`config.mk`:
```
export PLATFORM = sky130hd
export DESIGN_NAME = rtps_submessage_deframer_unit
export DESIGN_NICKNAME = d
export VERILOG_FILES = /design/src/design/rsd_pkg.sv /design/src/design/rsd_input_stage.sv /design/src/design/rsd_parser_core.sv /design/src/design/rsd_output_stage.sv /design/src/design/rtps_submessage_deframer_unit.sv
export SDC_FILE = /design/constraint.sdc
export NUM_CORES = 1
export LEC_CHECK = 0
export CORE_ASPECT_RATIO = 0.5
export CORE_MARGIN = 5
export CORE_UTILIZATION = 50
export CTS_CLUSTER_DIAMETER = 50
export DETAILED_ROUTE_END_ITERATION = 12
export DONT_BUFFER_PORTS = 1
export PLACE_DENSITY_LB_ADDON = 0.25
export SYNTH_ARGS = -nofsm -noshare
export SYNTH_HDL_FRONTEND = slang
export SYNTH_SLANG_ARGS = --single-unit
```
`constraint.sdc`:
```
create_clock -name clock -period 11.3 [get_ports clock]
set_input_delay 2.26 -clock clock [delete_from_list [all_inputs] [get_ports clock]]
set_output_delay 2.26 -clock clock [all_outputs]
set_load 0.01 [all_outputs]
```
`src/design/rsd_pkg.sv`:
```
// Shared types and constants for the RTPS submessage deframer.
// Used by every module in the design folder; depends on nothing.
package rsd_pkg;

   localparam int unsigned MSG_HDR_LEN    = 20;
   localparam int unsigned HDR_STORE_BITS = (MSG_HDR_LEN - 1) * 8;
   localparam int unsigned HDR_FULL_BITS  = MSG_HDR_LEN * 8;
   localparam int unsigned RSP_TDATA_W    = 176;
   localparam logic [31:0] MAGIC_WORD     = 32'h5254_5053; // "RTPS"

   typedef enum logic [1:0] {
      KIND_MSG_HEADER = 2'd0,
      KIND_SUB_HEADER = 2'd1,
      KIND_BODY_BYTE  = 2'd2,
      KIND_ERROR      = 2'd3
   } rsd_kind_type;

   typedef enum logic [4:0] {
      PH_MSG      = 5'b00001,
      PH_SUBHDR   = 5'b00010,
      PH_BODY     = 5'b00100,
      PH_BODY_END = 5'b01000,
      PH_PAD      = 5'b10000
   } rsd_phase_type;

   typedef struct packed {
      logic [7:0] data;
      logic       eom;
   } rsd_item_type;

   typedef struct packed {
      rsd_kind_type kind;
      logic [7:0]   body_byte;
      logic         last;
      logic [7:0]   sub_id;
      logic [7:0]   sub_flags;
      logic [15:0]  sub_length;
      logic         runs_to_end;
      logic         magic_ok;
      logic [15:0]  protocol_version;
      logic [15:0]  vendor_code;
      logic [31:0]  prefix_high;
      logic [63:0]  prefix_low;
   } rsd_result_type;

endpackage

```
`src/design/rsd_input_stage.sv`:
```
// Input register of the deframer: holds one byte transaction for the parser.
// Depends on rsd_pkg.
module rsd_input_stage
   import rsd_pkg::*;
(
   input  logic         clock,
   input  logic         reset,
   input  logic         req_tvalid,
   output logic         req_tready,
   input  logic [7:0]   req_tdata,   // byte_in
   input  logic         req_tlast,   // end_of_message
   input  logic         advance_ok,
   output logic         item_fire,
   output rsd_item_type item
);

   logic         valid_ff, valid_in;
   rsd_item_type item_ff;

   assign req_tready = !valid_ff || advance_ok;
   assign item_fire  = valid_ff && advance_ok;
   assign item       = item_ff;

   always_comb begin
      valid_in = valid_ff;
      if (req_tvalid && req_tready) begin
         valid_in = 1'b1;
      end else if (item_fire) begin
         valid_in = 1'b0;
      end
   end

   always_ff @(posedge clock) begin
      if (reset) begin
         valid_ff <= 1'b0;
      end else begin
         valid_ff <= valid_in;
      end
   end

   always_ff @(posedge clock) begin
      if (req_tvalid && req_tready) begin
         item_ff <= '{data: req_tdata, eom: req_tlast};
      end
   end

endmodule

```
`src/design/rsd_parser_core.sv`:
```
// Per-byte parse state machine: message header capture, submessage headers,
// body bytes and alignment padding. Depends on rsd_pkg.
module rsd_parser_core
   import rsd_pkg::*;
(
   input  logic           clock,
   input  logic           reset,
   input  logic           item_fire,
   input  rsd_item_type   item,
   output logic           res_valid,
   output rsd_result_type res
);

   rsd_phase_type             phase_ff, phase_in;
   logic [4:0]                byte_index_ff, byte_index_in;
   logic [1:0]                align_ff, align_in;
   logic [15:0]               remaining_ff, remaining_in;
   logic                      first_ff, first_in;
   logic [7:0]                held_id_ff, held_id_in;
   logic [7:0]                held_flags_ff, held_flags_in;
   logic [7:0]                held_len_ff, held_len_in;
   logic [HDR_STORE_BITS-1:0] hdr_ff, hdr_in;

   logic [HDR_FULL_BITS-1:0]  hdr_full;
   logic [15:0]               sub_len;
   logic [15:0]               rem_next;

   assign hdr_full = {hdr_ff, item.data};
   assign sub_len  = held_flags_ff[0] ? {item.data, held_len_ff} : {held_len_ff, item.data};
   assign rem_next = remaining_ff - {15'd0, (remaining_ff != 16'd0)};

   always_comb begin
      phase_in      = phase_ff;
      byte_index_in = byte_index_ff;
      align_in      = align_ff;
      remaining_in  = remaining_ff;
      first_in      = first_ff;
      held_id_in    = held_id_ff;
      held_flags_in = held_flags_ff;
      held_len_in   = held_len_ff;
      hdr_in        = hdr_ff;
      res_valid     = 1'b0;
      res           = '0;

      case (phase_ff)
         PH_MSG: begin
            hdr_in = hdr_full[HDR_STORE_BITS-1:0];
            if (byte_index_ff >= 5'(MSG_HDR_LEN - 1)) begin
               res_valid            = 1'b1;
               res.kind             = KIND_MSG_HEADER;
               res.magic_ok         = (hdr_full[159:128] == MAGIC_WORD);
               res.protocol_version = hdr_full[127:112];
               res.vendor_code      = hdr_full[111:96];
               res.prefix_high      = hdr_full[95:64];
               res.prefix_low       = hdr_full[63:0];
               phase_in             = PH_SUBHDR;
               byte_index_in        = 5'd0;
            end else begin
               byte_index_in = byte_index_ff + 5'd1;
               if (item.eom) begin
                  res_valid = 1'b1;
                  res.kind  = KIND_ERROR;
               end
            end
         end
         PH_SUBHDR: begin
            if (byte_index_ff == 5'd0) begin
               held_id_in    = item.data;
               byte_index_in = 5'd1;
            end else if (byte_index_ff == 5'd1) begin
               held_flags_in = item.data;
               byte_index_in = 5'd2;
            end else if (byte_index_ff == 5'd2) begin
               held_len_in   = item.data;
               byte_index_in = 5'd3;
            end else begin
               byte_index_in = 5'd0;
               first_in      = 1'b0;
               res_valid     = 1'b1;
               res.kind      = KIND_SUB_HEADER;
               if (sub_len == 16'd0 && first_ff) begin
                  // zero length on the first submessage: body runs to end mark
                  res.runs_to_end = 1'b1;
                  if (item.eom) begin
                     res.last = 1'b1;
                  end else begin
                     phase_in = PH_BODY_END;
                  end
               end else if (sub_len == 16'd0) begin
                  res.last = 1'b1;
               end else if (item.eom) begin
                  res.kind = KIND_ERROR;
               end else begin
                  remaining_in = sub_len;
                  align_in     = 2'd0;
                  phase_in     = PH_BODY;
               end
               if (res.kind == KIND_SUB_HEADER) begin
                  res.sub_id     = held_id_ff;
                  res.sub_flags  = held_flags_ff;
                  res.sub_length = sub_len;
               end
            end
         end
         PH_BODY: begin
            align_in  = align_ff + 2'd1;
            res_valid = 1'b1;
            if (item.eom && remaining_ff > 16'd1) begin
               res.kind = KIND_ERROR;
            end else begin
               res.kind      = KIND_BODY_BYTE;
               res.body_byte = item.data;
               remaining_in  = rem_next;
               if (rem_next == 16'd0) begin
                  res.last = 1'b1;
                  phase_in = (align_in != 2'd0) ? PH_PAD : PH_SUBHDR;
               end
            end
         end
         PH_BODY_END: begin
            res_valid     = 1'b1;
            res.kind      = KIND_BODY_BYTE;
            res.body_byte = item.data;
            res.last      = item.eom;
         end
         PH_PAD: begin
            align_in = align_ff + 2'd1;
            if (align_in == 2'd0) begin
               phase_in = PH_SUBHDR;
            end
         end
         default: begin
            phase_in      = PH_MSG;
            byte_index_in = 5'd0;
            align_in      = 2'd0;
            remaining_in  = 16'd0;
            first_in      = 1'b1;
         end
      endcase

      // end mark: start over on a new message
      if (item.eom) begin
         phase_in      = PH_MSG;
         byte_index_in = 5'd0;
         align_in      = 2'd0;
         remaining_in  = 16'd0;
         first_in      = 1'b1;
      end
   end

   always_ff @(posedge clock) begin
      if (reset) begin
         phase_ff      <= PH_MSG;
         byte_index_ff <= 5'd0;
         align_ff      <= 2'd0;
         remaining_ff  <= 16'd0;
         first_ff      <= 1'b1;
      end else if (item_fire) begin
         phase_ff      <= phase_in;
         byte_index_ff <= byte_index_in;
         align_ff      <= align_in;
         remaining_ff  <= remaining_in;
         first_ff      <= first_in;
      end
   end

   always_ff @(posedge clock) begin
      if (item_fire) begin
         held_id_ff    <= held_id_in;
         held_flags_ff <= held_flags_in;
         held_len_ff   <= held_len_in;
         hdr_ff        <= hdr_in;
      end
   end

`ifndef SYNTHESIS
   a_body_has_bytes: assert property (@(posedge clock) disable iff (reset)
      phase_ff == PH_BODY |-> remaining_ff != 16'd0)
      else $error("body phase with nothing left to pass");

   a_subhdr_aligned: assert property (@(posedge clock) disable iff (reset)
      phase_ff == PH_SUBHDR |-> align_ff == 2'd0 && byte_index_ff <= 5'd3)
      else $error("submessage header out of alignment");

   a_msg_index_range: assert property (@(posedge clock) disable iff (reset)
      phase_ff == PH_MSG |-> byte_index_ff < 5'(MSG_HDR_LEN))
      else $error("message header index past header");

   a_eom_restarts: assert property (@(posedge clock) disable iff (reset)
      item_fire && item.eom |=> phase_ff == PH_MSG && byte_index_ff == 5'd0 && first_ff)
      else $error("end of message did not restart parse");
`endif

endmodule

```
`src/design/rsd_output_stage.sv`:
```
// Result register of the deframer: holds one result transaction until taken.
// Depends on rsd_pkg.
module rsd_output_stage
   import rsd_pkg::*;
(
   input  logic                   clock,
   input  logic                   reset,
   input  logic                   load,
   input  rsd_result_type         res,
   output logic                   room,
   output logic                   rsp_tvalid,
   input  logic                   rsp_tready,
   output logic [RSP_TDATA_W-1:0] rsp_tdata,
   output logic                   rsp_tlast,
   output logic [1:0]             rsp_tuser
);

   logic           valid_ff, valid_in;
   rsd_result_type res_ff;

   assign room       = !valid_ff || rsp_tready;
   assign rsp_tvalid = valid_ff;
   assign rsp_tlast  = res_ff.last;
   assign rsp_tuser  = res_ff.kind;
   assign rsp_tdata  = {6'd0, res_ff.prefix_low, res_ff.prefix_high, res_ff.vendor_code,
                        res_ff.protocol_version, res_ff.magic_ok, res_ff.runs_to_end,
                        res_ff.sub_length, res_ff.sub_flags, res_ff.sub_id,
                        res_ff.body_byte};

   always_comb begin
      valid_in = valid_ff;
      if (load) begin
         valid_in = 1'b1;
      end else if (rsp_tready) begin
         valid_in = 1'b0;
      end
   end

   always_ff @(posedge clock) begin
      if (reset) begin
         valid_ff <= 1'b0;
      end else begin
         valid_ff <= valid_in;
      end
   end

   always_ff @(posedge clock) begin
      if (load) begin
         res_ff <= res;
      end
   end

endmodule

```
`src/design/rtps_submessage_deframer_unit.sv`:
```
// RTPS submessage deframer, top level. Takes one message byte per transaction
// (tlast on the final byte) and returns header, body and error results; it
// depends on rsd_pkg, rsd_input_stage, rsd_parser_core and rsd_output_stage.
// A byte is accepted in every clock while results are being taken; a byte's
// result, if it has one, is offered after the byte has sat in the input
// register through the parse logic and its result has been loaded into the
// result register; an untaken result stalls that load. Padding bytes and
// trailing bytes too short for a submessage header give no result.
// No memories, so no start-up pass after reset.
module rtps_submessage_deframer_unit
   import rsd_pkg::*;
(
   input  logic                   clock,
   input  logic                   reset,
   input  logic                   req_tvalid,
   output logic                   req_tready,
   input  logic [7:0]             req_tdata,  // [7:0] byte_in
   input  logic                   req_tlast,  // end_of_message
   output logic                   rsp_tvalid,
   input  logic                   rsp_tready,
   // [7:0] body_byte, [15:8] submessage_id, [23:16] submessage_flags,
   // [39:24] submessage_length, [40] runs_to_end, [41] magic_ok,
   // [57:42] protocol_version, [73:58] vendor_code, [105:74] prefix_high,
   // [169:106] prefix_low, [175:170] zero
   output logic [RSP_TDATA_W-1:0] rsp_tdata,
   output logic                   rsp_tlast,  // last_of_submessage
   output logic [1:0]             rsp_tuser   // [1:0] kind
);

   logic           room;
   logic           item_fire;
   rsd_item_type   item;
   logic           res_valid;
   rsd_result_type res;

   rsd_input_stage u_input (
      .clock      (clock),
      .reset      (reset),
      .req_tvalid (req_tvalid),
      .req_tready (req_tready),
      .req_tdata  (req_tdata),
      .req_tlast  (req_tlast),
      .advance_ok (room),
      .item_fire  (item_fire),
      .item       (item)
   );

   rsd_parser_core u_core (
      .clock     (clock),
      .reset     (reset),
      .item_fire (item_fire),
      .item      (item),
      .res_valid (res_valid),
      .res       (res)
   );

   rsd_output_stage u_output (
      .clock      (clock),
      .reset      (reset),
      .load       (item_fire && res_valid),
      .res        (res),
      .room       (room),
      .rsp_tvalid (rsp_tvalid),
      .rsp_tready (rsp_tready),
      .rsp_tdata  (rsp_tdata),
      .rsp_tlast  (rsp_tlast),
      .rsp_tuser  (rsp_tuser)
   );

endmodule

```
==> metrics.md, run 1 <==
| Metric | Value |
|---|---|
| Worst path bufs/invs | `1` |
| Final Max Slew Viols | `0` |
| Clk slew on worst S/H paths | `0.06 ns` |
| Arrival @ worst endpoint | `2.52 ns` |
| Synth warn | `0` |
| Post-synth EDFFs | `358` |
| Num CTS Buffers | `36` |
| Synth async-reset ratio | `0` |
| Initial Util | `0.503` |
| Most frequent cells in the layout | `358 x edfxtp_1, 147 x and2_1, 64 x nor2_1` |
| RSZ-0062 raised after global routing | `false` |
| Synth Flop Type | `edfxtp_1` |
| Commonest non-fill, non-tap cell in the layout | `edfxtp_1` |
| Syn Area/Cell | `15.7 µm²` |
| Final min period | `approximately 4.8 ns` |
| Mapped Area | `around 14000 µm²` |
| Fin crit share | `0.423` |
| Post-CTS setup buffers | `0` |
| Post-synthesis sequential area ratio | `0.785` |
| Site Rows | `44` |
| Worst-margin pin slew | `1.24 ns` |
| Gp weighted congestion | `0.860` |
| Worst VDD drop | `0.000154 V` |
| DR iter-0 viols | `627` |
| Hold crit path type | `flop to flop` |
| Core box area | `between 20000 and 30000 µm²` |
| Area Growth Syn to Fin | `11.2%` |
| Slew margin rel. | `0.171` |
| Pwr per Cell Area | `approximately 190 nW/µm²` |
| Syn Inst Count | `923` |
| Final setup fails | `0` |
| Max H-tree Level | `2` |
| Top Family by Delay on Critical Path | `simple AND/OR/NAND/NOR gates` |
| Die H | `between 100 and 150 µm` |
| Post-synthesis cell type count | `58` |
| Routed via count | `7379` |
| Gr usage total | `0.169` |
| Placed standard-cell area | `around 15000 µm²` |
| Crit-path cells | `inv_1 > nand3_1` |
| DP Cell Count | `~1300` |
| Startpoint Class | `input port` |
| GRT overflow | `0` |
| Clock insertion delay at the later pin of the skew report | `0.52 ns` |
| Post-route non-filler standard cell count | `1349` |
| Clock Tree Buf Depth | `3` |
| Finished layout cell area | `approximately 16000 µm²` |
| FF+latch count, synth | `a little under 400` |
| Io pins | `194` |
| Drt pass-1 iters | `5` |
| CTS root buffer | `clkbuf_16` |
| Setup clock skew after layout | `between 0.015 and 0.02 ns` |
| Cells resized by post-CTS repair | `0` |
| Drt wl/cell | `21.0 µm` |
| Count of final hold-check violations | `0` |
| Die area | `32700 µm²` |
| Slowest cell on crit path | `nand3_1` |
| ANT cells | `0` |
| ANT nets after route | `0` |
| DRC | `0` |
| WL final | `28300 µm` |
| Largest net degree at the start of global routing | `168` |
| CTS tree | `built` |
| Hpwl dp | `17300 µm` |
| Die width | `251 µm` |
| Status | `finished, final reports clean` |
| Clock Sinks | `389` |
| Cts hold-fix bufs | `0` |
| MaxCap Viol Count | `0` |
| # port buffers | `0` |
| Final TNS setup | `0 ns` |
| Pleak | `approximately 5.3 nW` |
| First-pass GRT wire length | `42900 µm` |
| Vias/cell | `between 5 and 6` |
| Vias in the first global route | `7163` |
| Largest stage delay, worst path | `about 0.17 ns` |
| Crit path max fanout | `4` |
| Share of layout cells above drive strength 1 | `0.0710` |
| CP required | `9.04 ns` |
| Crit path kind | `input port to output pin` |
| Fmax | `0.209 GHz` |
| Initial antenna violation count | `0` |
| Crit end category | `output pin` |
| Nets@finish | `953` |
## cells in the mapped netlist (3+ instances only)
cell type    n  area, µm²
a21oi_1     37        185
clkbuf_1    26       97.6
nand3_1     11       55.1
a31oi_1      6       37.5
buf_4        6       45.0
nand4_1      9       56.3
nand2_1     40        150
o21ai_0     29        145
nor3_1      16       80.1
or4_1        4       30.0
buf_2        4       20.0
a211oi_1     5       37.5
nand2b_1     4       25.0
o22ai_1      8       50.1
nand3b_1     6       45.0
o21ai_1      3       15.0
and2_1     147        920
dfxtp_1     31        621
nor2_1      65        244
nor4bb_1     3       30.0
nor4_1       8       50.1
o32ai_1      4       35.0
ha_1         7       87.6
nor4b_1      4       35.0
mux2i_1     18        180
edfxtp_1   358      10800
nor2b_1     11       68.8
inv_1       13       48.8
nor3b_1      4       30.0
## kinds of logic after synthesis
family	synth area share
AO/OA/AOI/OAI	0.0432
XOR/XNOR	0.00242
adder cells (fa/ha/maj)	0.00605
buffers and inverters	0.0159
flip-flops	0.785
multiplexers	0.0124
other	0.000259
AND/OR/NAND/NOR	0.134
## metal layers
layer  up-vias  global-route usage  wire, µm
met3        40              0.0382      1450
met5         -                   0         0
li1       3438                   -         -
met4         0              0.0475       581
met2       204               0.290     14200
met1      3697               0.222     12100
## worst reg2reg max path: cells and delay by family, from the launching register on
family,cells,cell delay (ns)
compound gates,1,0.15
fa+ha+maj,2,0.65
buf+inv,1,0.19
flops,1,0.39
mux,1,0.19
simple gates,8,2.15
## through the flow
stage          hold slack, ns  utilization  setup slack, ns  power (mW)
6_report                0.430        0.559             6.52        3.02
3_5_place_dp            0.423        0.518             6.53        1.83
2_1_floorplan           0.417            -             1.76        1.79
5_1_grt                 0.436        0.559             6.48        3.14
3_3_place_gp            0.421        0.518             6.53        1.82
4_1_cts                 0.424        0.559             6.52        3.06
## where the power goes
| group | internal, mW | total (mW) | leakage [nW] | switching, mW |
|---|---|---|---|---|
| Clock | 0.711 | 1.22 | 0.575 | 0.512 |
| Sequential | 1.64 | 1.69 | 3.48 | 0.0487 |
| Combinational | 0.0297 | 0.106 | 1.20 | 0.0762 |
## sequential cells by signal (all words and copies together), names as in the netlist, 5 cells and up
signal and count:
u_core.held_flags_ff 8, u_input.item 9, u_core.hdr_ff 152, u_core.phase_ff 5, u_output.rsp_tdata 170, u_core.byte_index_ff 5
u_core.held_id_ff 8, u_core.remaining_ff 16, u_core.held_len_ff 8
## worst paths after layout
check | from | end | slack (ns) | cells past startpoint
setup / recovery | rsp_tready | req_tready | 6.52 | 2
hold / removal | u_core.hdr_ff[22] | u_core.hdr_ff[30] | 0.43 | 0
hold reg to reg | u_core.hdr_ff[22] | u_core.hdr_ff[30] | 0.43 | 0
setup reg to reg | u_core.remaining_ff[7] | u_core.phase_ff[2] | 7.53 | 13
## layout make-up
cell class / instances / area (µm²)
clock buffers: 46 / 981
clock inverters: 17 / 209
fillers: 2275 / 12700
inverters: 13 / 48.8
multi-input cells: 487 / 2930
flip-flops and latches: 389 / 11400
well taps: 391 / 489
repair buffers: 6 / 70.1
No activity file was read; power rests on OpenSTA's default activity.
==> run 2, diff against run 1 <==
Clock period 11.3 ns to 3.9 ns, I/O delays scaled along.
==> metrics.md, run 2 (synthesized netlist as in run 1, its figures left out) <==
| Metric | Value |
|---|---|
| Status | `finished, final reports clean` |
| Top Family by Delay on Critical Path | `simple AND/OR/NAND/NOR gates` |
| Final Max Slew Viols | `0 (unchanged)` |
| Die area | `32700 µm² (unchanged)` |
| Crit-path cells | `or3_4 > nor3_4 > nand4_1 > ha_1 > ha_1 > nand2_1 > or4_1 > or4_1 > or3_4 > a21boi_2 > mux2i_1` |
| Gr usage total | `0.175 (+0.00590)` |
| R2R Path End | `u_core.phase_ff[2]` |
| CTS tree | `built` |
| Max H-tree Level | `2 (unchanged)` |
| CP required | `4.34 ns (-4.70 ns)` |
| Core box area | `28800 µm² (unchanged)` |
| Slowest cell on crit path | `or4_1` |
| ANT cells | `0 (unchanged)` |
| Num CTS Buffers | `35 (-2.8%)` |
| Clock Sinks | `389 (unchanged)` |
| Worst r2r src | `u_core.remaining_ff[4]` |
| Setup clock skew after layout | `0.0248 ns (+0.00579 ns)` |
| Cells resized by post-CTS repair | `0 (unchanged)` |
| Fmax | `0.274 GHz` |
| R2R depth | `11 (-2)` |
| Final min period | `3.66 ns` |
| Nets@finish | `961 (+0.84%)` |
| Count of final hold-check violations | `0 (unchanged)` |
| Clock insertion delay at the later pin of the skew report | `0.53 ns (about the same)` |
| ANT nets after route | `0 (unchanged)` |
| Site Rows | `44 (unchanged)` |
| Drt wl/cell | `21.5 µm (+2.2%)` |
| # port buffers | `0 (unchanged)` |
| Dpl ws | `0.269 ns (-6.26 ns)` |
| Vias/cell | `5.51 (+0.66%)` |
| Gp weighted congestion | `0.852 (-0.93%)` |
| Finished layout cell area | `16300 µm² (+0.99%)` |
| Startpoint Class | `flop` |
| CP endpoint | `u_core.phase_ff[2]` |
| Post-CTS setup buffers | `0 (unchanged)` |
| Worst VDD drop | `0.000295 V (+91%)` |
| Io pins | `194 (unchanged)` |
| Hpwl dp | `18200 µm (+4.9%)` |
| Routed via count | `7461 (+1.1%)` |
| Crit path depth | `11 (+9)` |
| Clock Tree Buf Depth | `3 (unchanged)` |
| Fin crit share | `0.937` |
| WL final | `29100 µm (+2.6%)` |
| Worst path bufs/invs | `0 (-1)` |
| DRC | `0 (unchanged)` |
| Most frequent cells in the layout | `358 x edfxtp_1, 147 x and2_1, 64 x nor2_1` |
| Worst-margin pin slew | `1.25 ns (+0.00819 ns)` |
| DR iter-0 viols | `605 (-3.5%)` |
| Slew margin rel. | `0.165 (-0.00547)` |
| DP Cell Count | `1295 (+0.70%)` |
| Largest net degree at the start of global routing | `153 (-8.9%)` |
| Clk slew on worst S/H paths | `0.07 ns (about the same)` |
| Largest stage delay, worst path | `0.55 ns (+0.38 ns)` |
| Post-route non-filler standard cell count | `1355 (+0.44%)` |
| Final setup fails | `0 (unchanged)` |
| Area Growth Syn to Fin | `12.3%` |
| Worst setup path start | `u_core.remaining_ff[4]` |
| MaxCap Viol Count | `0 (unchanged)` |
| Drt pass-1 iters | `5 (unchanged)` |
| Die width | `251 µm (unchanged)` |
| Vias in the first global route | `7313 (+2.1%)` |
| First-pass GRT wire length | `44200 µm (+3.0%)` |
| Final worst-path setup slack | `0.244 ns (-6.28 ns)` |
| R2r setup slk | `0.24 ns (-7.29 ns)` |
| Crit path kind | `flop to flop` |
| Commonest non-fill, non-tap cell in the layout | `edfxtp_1` |
| RSZ-0062 raised after global routing | `false` |
| Hold crit path type | `input port to flop` |
| Placed standard-cell area | `15000 µm² (+0.94%)` |
| Pwr per Cell Area | `544 nW/µm² (+190%)` |
| GRT overflow | `0 (unchanged)` |
| Crit end category | `flop` |
| Arrival @ worst endpoint | `4.10 ns (+1.58 ns)` |
| Cts hold-fix bufs | `0 (unchanged)` |
| Max reg flops | `170 (unchanged)` |
| Share of layout cells above drive strength 1 | `0.0965 (+0.0255)` |
| Die H | `130 µm (unchanged)` |
| Pleak | `5.33 nW (+1.4%)` |
| Initial antenna violation count | `0 (unchanged)` |
| Initial Util | `0.503 (unchanged)` |
| CTS root buffer | `clkbuf_16` |
| Crit path max fanout | `9 (+5)` |
## run 2: cell count changes in the layout (fill, tap and decap cells not counted), moves of 3 or more
cell / previous run / this run
inv_1: 13 / 10
dfxtp_1: 31 / 26
buf_4: 4 / 13
clkbuf_1: 8 / 5
dfxtp_2: 0 / 5
ha_1: 7 / 4
bufinv_16: 4 / 7
ha_2: 0 / 3
nand2_1: 40 / 36
## run 2: routing by layer
metal | up-vias | track usage | wire length, µm
li1 | 3446 | - | -
met1 | 3789 | 0.228 | 12400
met2 | 188 | 0.308 | 15000
met3 | 38 | 0.0388 | 1280
met4 | 0 | 0.0398 | 457
met5 | - | 0 | 0
## run 2: worst register-to-register path, stage by stage (launching register included)
cell and delay, ns:
dfxtp_1 0.41, or3_4 0.45, nor3_4 0.21, nand4_1 0.14
ha_1 0.28, ha_1 0.32, nand2_1 0.06, or4_1 0.38
or4_1 0.55, or3_4 0.44, a21boi_2 0.15, mux2i_1 0.19
## run 2: worst min-delay path by stage
stage                             startpoint                      end  slack [ns]  depth (start not counted)
final                                  reset  u_core.remaining_ff[11]        0.32                          1
after CTS                              reset  u_core.remaining_ff[11]        0.28                          1
after detailed placement   u_core.hdr_ff[57]        u_core.hdr_ff[65]        0.42                          0
after global placement     u_core.hdr_ff[42]        u_core.hdr_ff[50]        0.42                          0
after floorplan           u_core.hdr_ff[124]       u_core.hdr_ff[132]        0.42                          0
after global routing                   reset   u_core.remaining_ff[3]        0.29                          1
## run 2: final cells by class
| type | instances | area [µm²] |
|---|---|---|
| fillers | 2209 | 12500 |
| flip-flops and latches | 389 | 11400 |
| multi-input cells | 487 | 2980 |
| clock buffers | 41 | 920 |
| well taps | 391 | 489 |
| clock inverters | 19 | 289 |
| repair buffers | 15 | 138 |
| inverters | 13 | 61.3 |
## run 2: power by group
part           switching, mW  total, mW  internal [mW]  leakage [nW]
Combinational          0.232      0.326         0.0942          1.26
Clock                   1.47       3.64           2.16         0.584
Sequential             0.138       4.89           4.75          3.48
## run 2: metrics by stage
stage	total power, mW	TNS [ns]	hold slack, ns	util
after floorplan	5.18	-119.82	0.417	-
after global placement	5.30	0	0.420	0.523
after detailed placement	5.31	0	0.424	0.523
after CTS	8.95	0	0.279	0.565
after global routing	9.20	0	0.285	0.565
final	8.85	0	0.319	0.565
==> run 3, diff against run 2 <==
Settings changed: CTS_BUF_LIST set to sky130_fd_sc_hd__clkbuf_8, CTS_CLUSTER_DIAMETER 50 to 60, SLEW_MARGIN set to 0.
==> metrics.md, run 3 (synthesized netlist as in run 1, its figures left out) <==
| Metric | Value |
|---|---|
| Clk slew on worst S/H paths | `0.06 ns (about the same)` |
| Clock insertion delay at the later pin of the skew report | `0.60 ns (+0.07 ns)` |
| Vias in the first global route | `7402 (+1.2%)` |
| Cells resized by post-CTS repair | `0 (unchanged)` |
| Routed via count | `7491 (+0.40%)` |
| Initial antenna violation count | `1 (+1)` |
| Commonest non-fill, non-tap cell in the layout | `edfxtp_1` |
| Gr usage total | `0.174 (-0.000759)` |
| WL final | `29300 µm (+0.57%)` |
| DR iter-0 viols | `659 (+8.9%)` |
| Die H | `130 µm (unchanged)` |
| Pleak | `5.29 nW (-0.69%)` |
| Fmax | `0.275 GHz (+0.54%)` |
| GRT met3 Usage | `0.0406 (+0.00179)` |
| DP Cell Count | `1295 (unchanged)` |
| CP required | `4.41 ns (+0.07 ns)` |
| Die width | `251 µm (unchanged)` |
| Final Max Slew Viols | `0 (unchanged)` |
| Fin crit share | `0.932 (-0.00502)` |
| CP endpoint | `u_core.phase_ff[2]` |
| Multi-input logic area | `2980 µm² (unchanged)` |
| Startpoint Class | `flop` |
| Die area | `32700 µm² (unchanged)` |
| Nets@finish | `978 (+1.8%)` |
| Drt pass-1 iters | `7 (+2)` |
| GRT overflow | `0 (unchanged)` |
| Vias/cell | `5.38 (-2.3%)` |
| Post-CTS setup buffers | `0 (unchanged)` |
| CTS root buffer | `clkbuf_8` |
| Worst r2r src | `u_core.remaining_ff[4]` |
| Pwr per Cell Area | `497 nW/µm² (-8.7%)` |
| Most frequent cells in the layout | `358 x edfxtp_1, 147 x and2_1, 64 x nor2_1` |
| Max H-tree Level | `2 (unchanged)` |
| Count of final hold-check violations | `0 (unchanged)` |
| Clock Sinks | `389 (unchanged)` |
| Reg area | `11400 µm² (unchanged)` |
| Final setup fails | `0 (unchanged)` |
| Hpwl dp | `18200 µm (unchanged)` |
| Initial Util | `0.503 (unchanged)` |
| Io pins | `194 (unchanged)` |
| Crit path max fanout | `9 (unchanged)` |
| Crit end category | `flop` |
| GRT met1 Usage | `0.226 (-0.00267)` |
| Global routing's busiest layer | `met2` |
| Arrival @ worst endpoint | `4.14 ns (+0.04 ns)` |
| Met2 Track Usage GR | `0.304 (-0.00382)` |
| # port buffers | `0 (unchanged)` |
| Worst-margin pin slew | `1.22 ns (-0.0267 ns)` |
| R2R depth | `11 (unchanged)` |
| ANT nets after route | `0 (unchanged)` |
| Share of layout cells above drive strength 1 | `0.100 (+0.00353)` |
| Post-route non-filler standard cell count | `1392 (+2.7%)` |
| First-pass GRT wire length | `44000 µm (-0.53%)` |
| Drt wl/cell | `21.0 µm (-2.1%)` |
| Total Power | `7.93 mW (-10%)` |
| Cts hold-fix bufs | `0 (unchanged)` |
| Area Growth Syn to Fin | `10.2%` |
| Max reg flops | `170 (unchanged)` |
| Clock Tree Buf Depth | `3 (unchanged)` |
| Final min period | `3.64 ns (-0.0196 ns)` |
| R2R Path End | `u_core.phase_ff[2]` |
| Site Rows | `44 (unchanged)` |
| Worst VDD drop | `0.000311 V (+5.4%)` |
| R2r setup slk | `0.26 ns (+0.02 ns)` |
| Hold crit path type | `input port to flop` |
| MaxCap Viol Count | `0 (unchanged)` |
| CTS tree | `built` |
| Gp weighted congestion | `0.852 (unchanged)` |
| DRC | `0 (unchanged)` |
| Crit path kind | `flop to flop` |
| Setup clock skew after layout | `0.0233 ns (-0.00147 ns)` |
| Slew margin rel. | `0.183 (+0.0178)` |
| Num CTS Buffers | `52 (+49%)` |
| Worst setup path start | `u_core.remaining_ff[4]` |
| RSZ-0062 raised after global routing | `false` |
| Largest net degree at the start of global routing | `153 (unchanged)` |
| Fillcell total | `2277 (+3.1%)` |
| Core box area | `28800 µm² (unchanged)` |
| Status | `finished, final reports clean` |
-- run 3: cell types whose count changed in the layout (fill, tap and decap cells not counted), sizes merged --
cell / previous run / this run
inv: 15 / 38
clkbuf: 41 / 53
clkinv: 9 / 17
bufinv: 7 / 0
diode: 0 / 1
-- run 3: final cells by class --
type / instances / area share
Multi-Input combinational cell: 487 / 0.187
Inverter: 13 / 0.00384
Tap cell: 391 / 0.0307
Clock inverter: 43 / 0.0113
Timing Repair Buffer: 15 / 0.00862
Antenna cell: 1 / 0.000157
Sequential cell: 389 / 0.713
Clock buffer: 53 / 0.0457
-- run 3: worst min path at each step --
stage	slack (ns)	end	cells past startpoint	from
finish	0.26	u_core.byte_index_ff[1]	1	reset
detailed placement	0.42	u_core.hdr_ff[65]	0	u_core.hdr_ff[57]
global placement	0.42	u_core.hdr_ff[50]	0	u_core.hdr_ff[42]
CTS	0.20	u_core.remaining_ff[3]	1	reset
floorplan	0.42	u_core.hdr_ff[132]	0	u_core.hdr_ff[124]
global route	0.19	u_core.remaining_ff[3]	1	reset
-- run 3: stage by stage --
stage | TNS, ns | area, µm² | util | worst slack [ns] | hold WS, ns
6_report | 0 | 16000 | 0.554 | 0.264 | 0.259
5_1_grt | 0 | 16000 | 0.554 | 0.0335 | 0.195
4_1_cts | 0 | 16000 | 0.554 | 0.260 | 0.204
3_5_place_dp | 0 | 15000 | 0.523 | 0.269 | 0.424
3_3_place_gp | 0 | 15000 | 0.523 | 0.321 | 0.420
2_1_floorplan | -119.82 | 14600 | - | -0.690 | 0.417
-- run 3: power by group --
group	switching [mW]	leakage, nW	total, mW	internal, mW
logic	0.230	1.26	0.325	0.0943
registers	0.138	3.48	4.89	4.75
clock network	1.45	0.548	2.71	1.27
total	1.81	5.29	7.93	6.12
-- run 3: layer usage --
| layer | up-vias | wire length, µm |
|---|---|---|
| li1 | 3494 | - |
| met1 | 3746 | 12500 |
| met2 | 205 | 14700 |
| met3 | 46 | 1500 |
| met4 | 0 | 507 |
| met5 | - | 0 |
-- run 3: critical path, cell delays in order (launching register included) --
cell and delay [ns]:
dfxtp_1 0.40, or3_4 0.45, nor3_4 0.20, nand4_1 0.13
ha_1 0.28, ha_1 0.32, nand2_1 0.06, or4_1 0.39
or4_1 0.55, or3_4 0.44, a21boi_2 0.15, mux2i_1 0.19
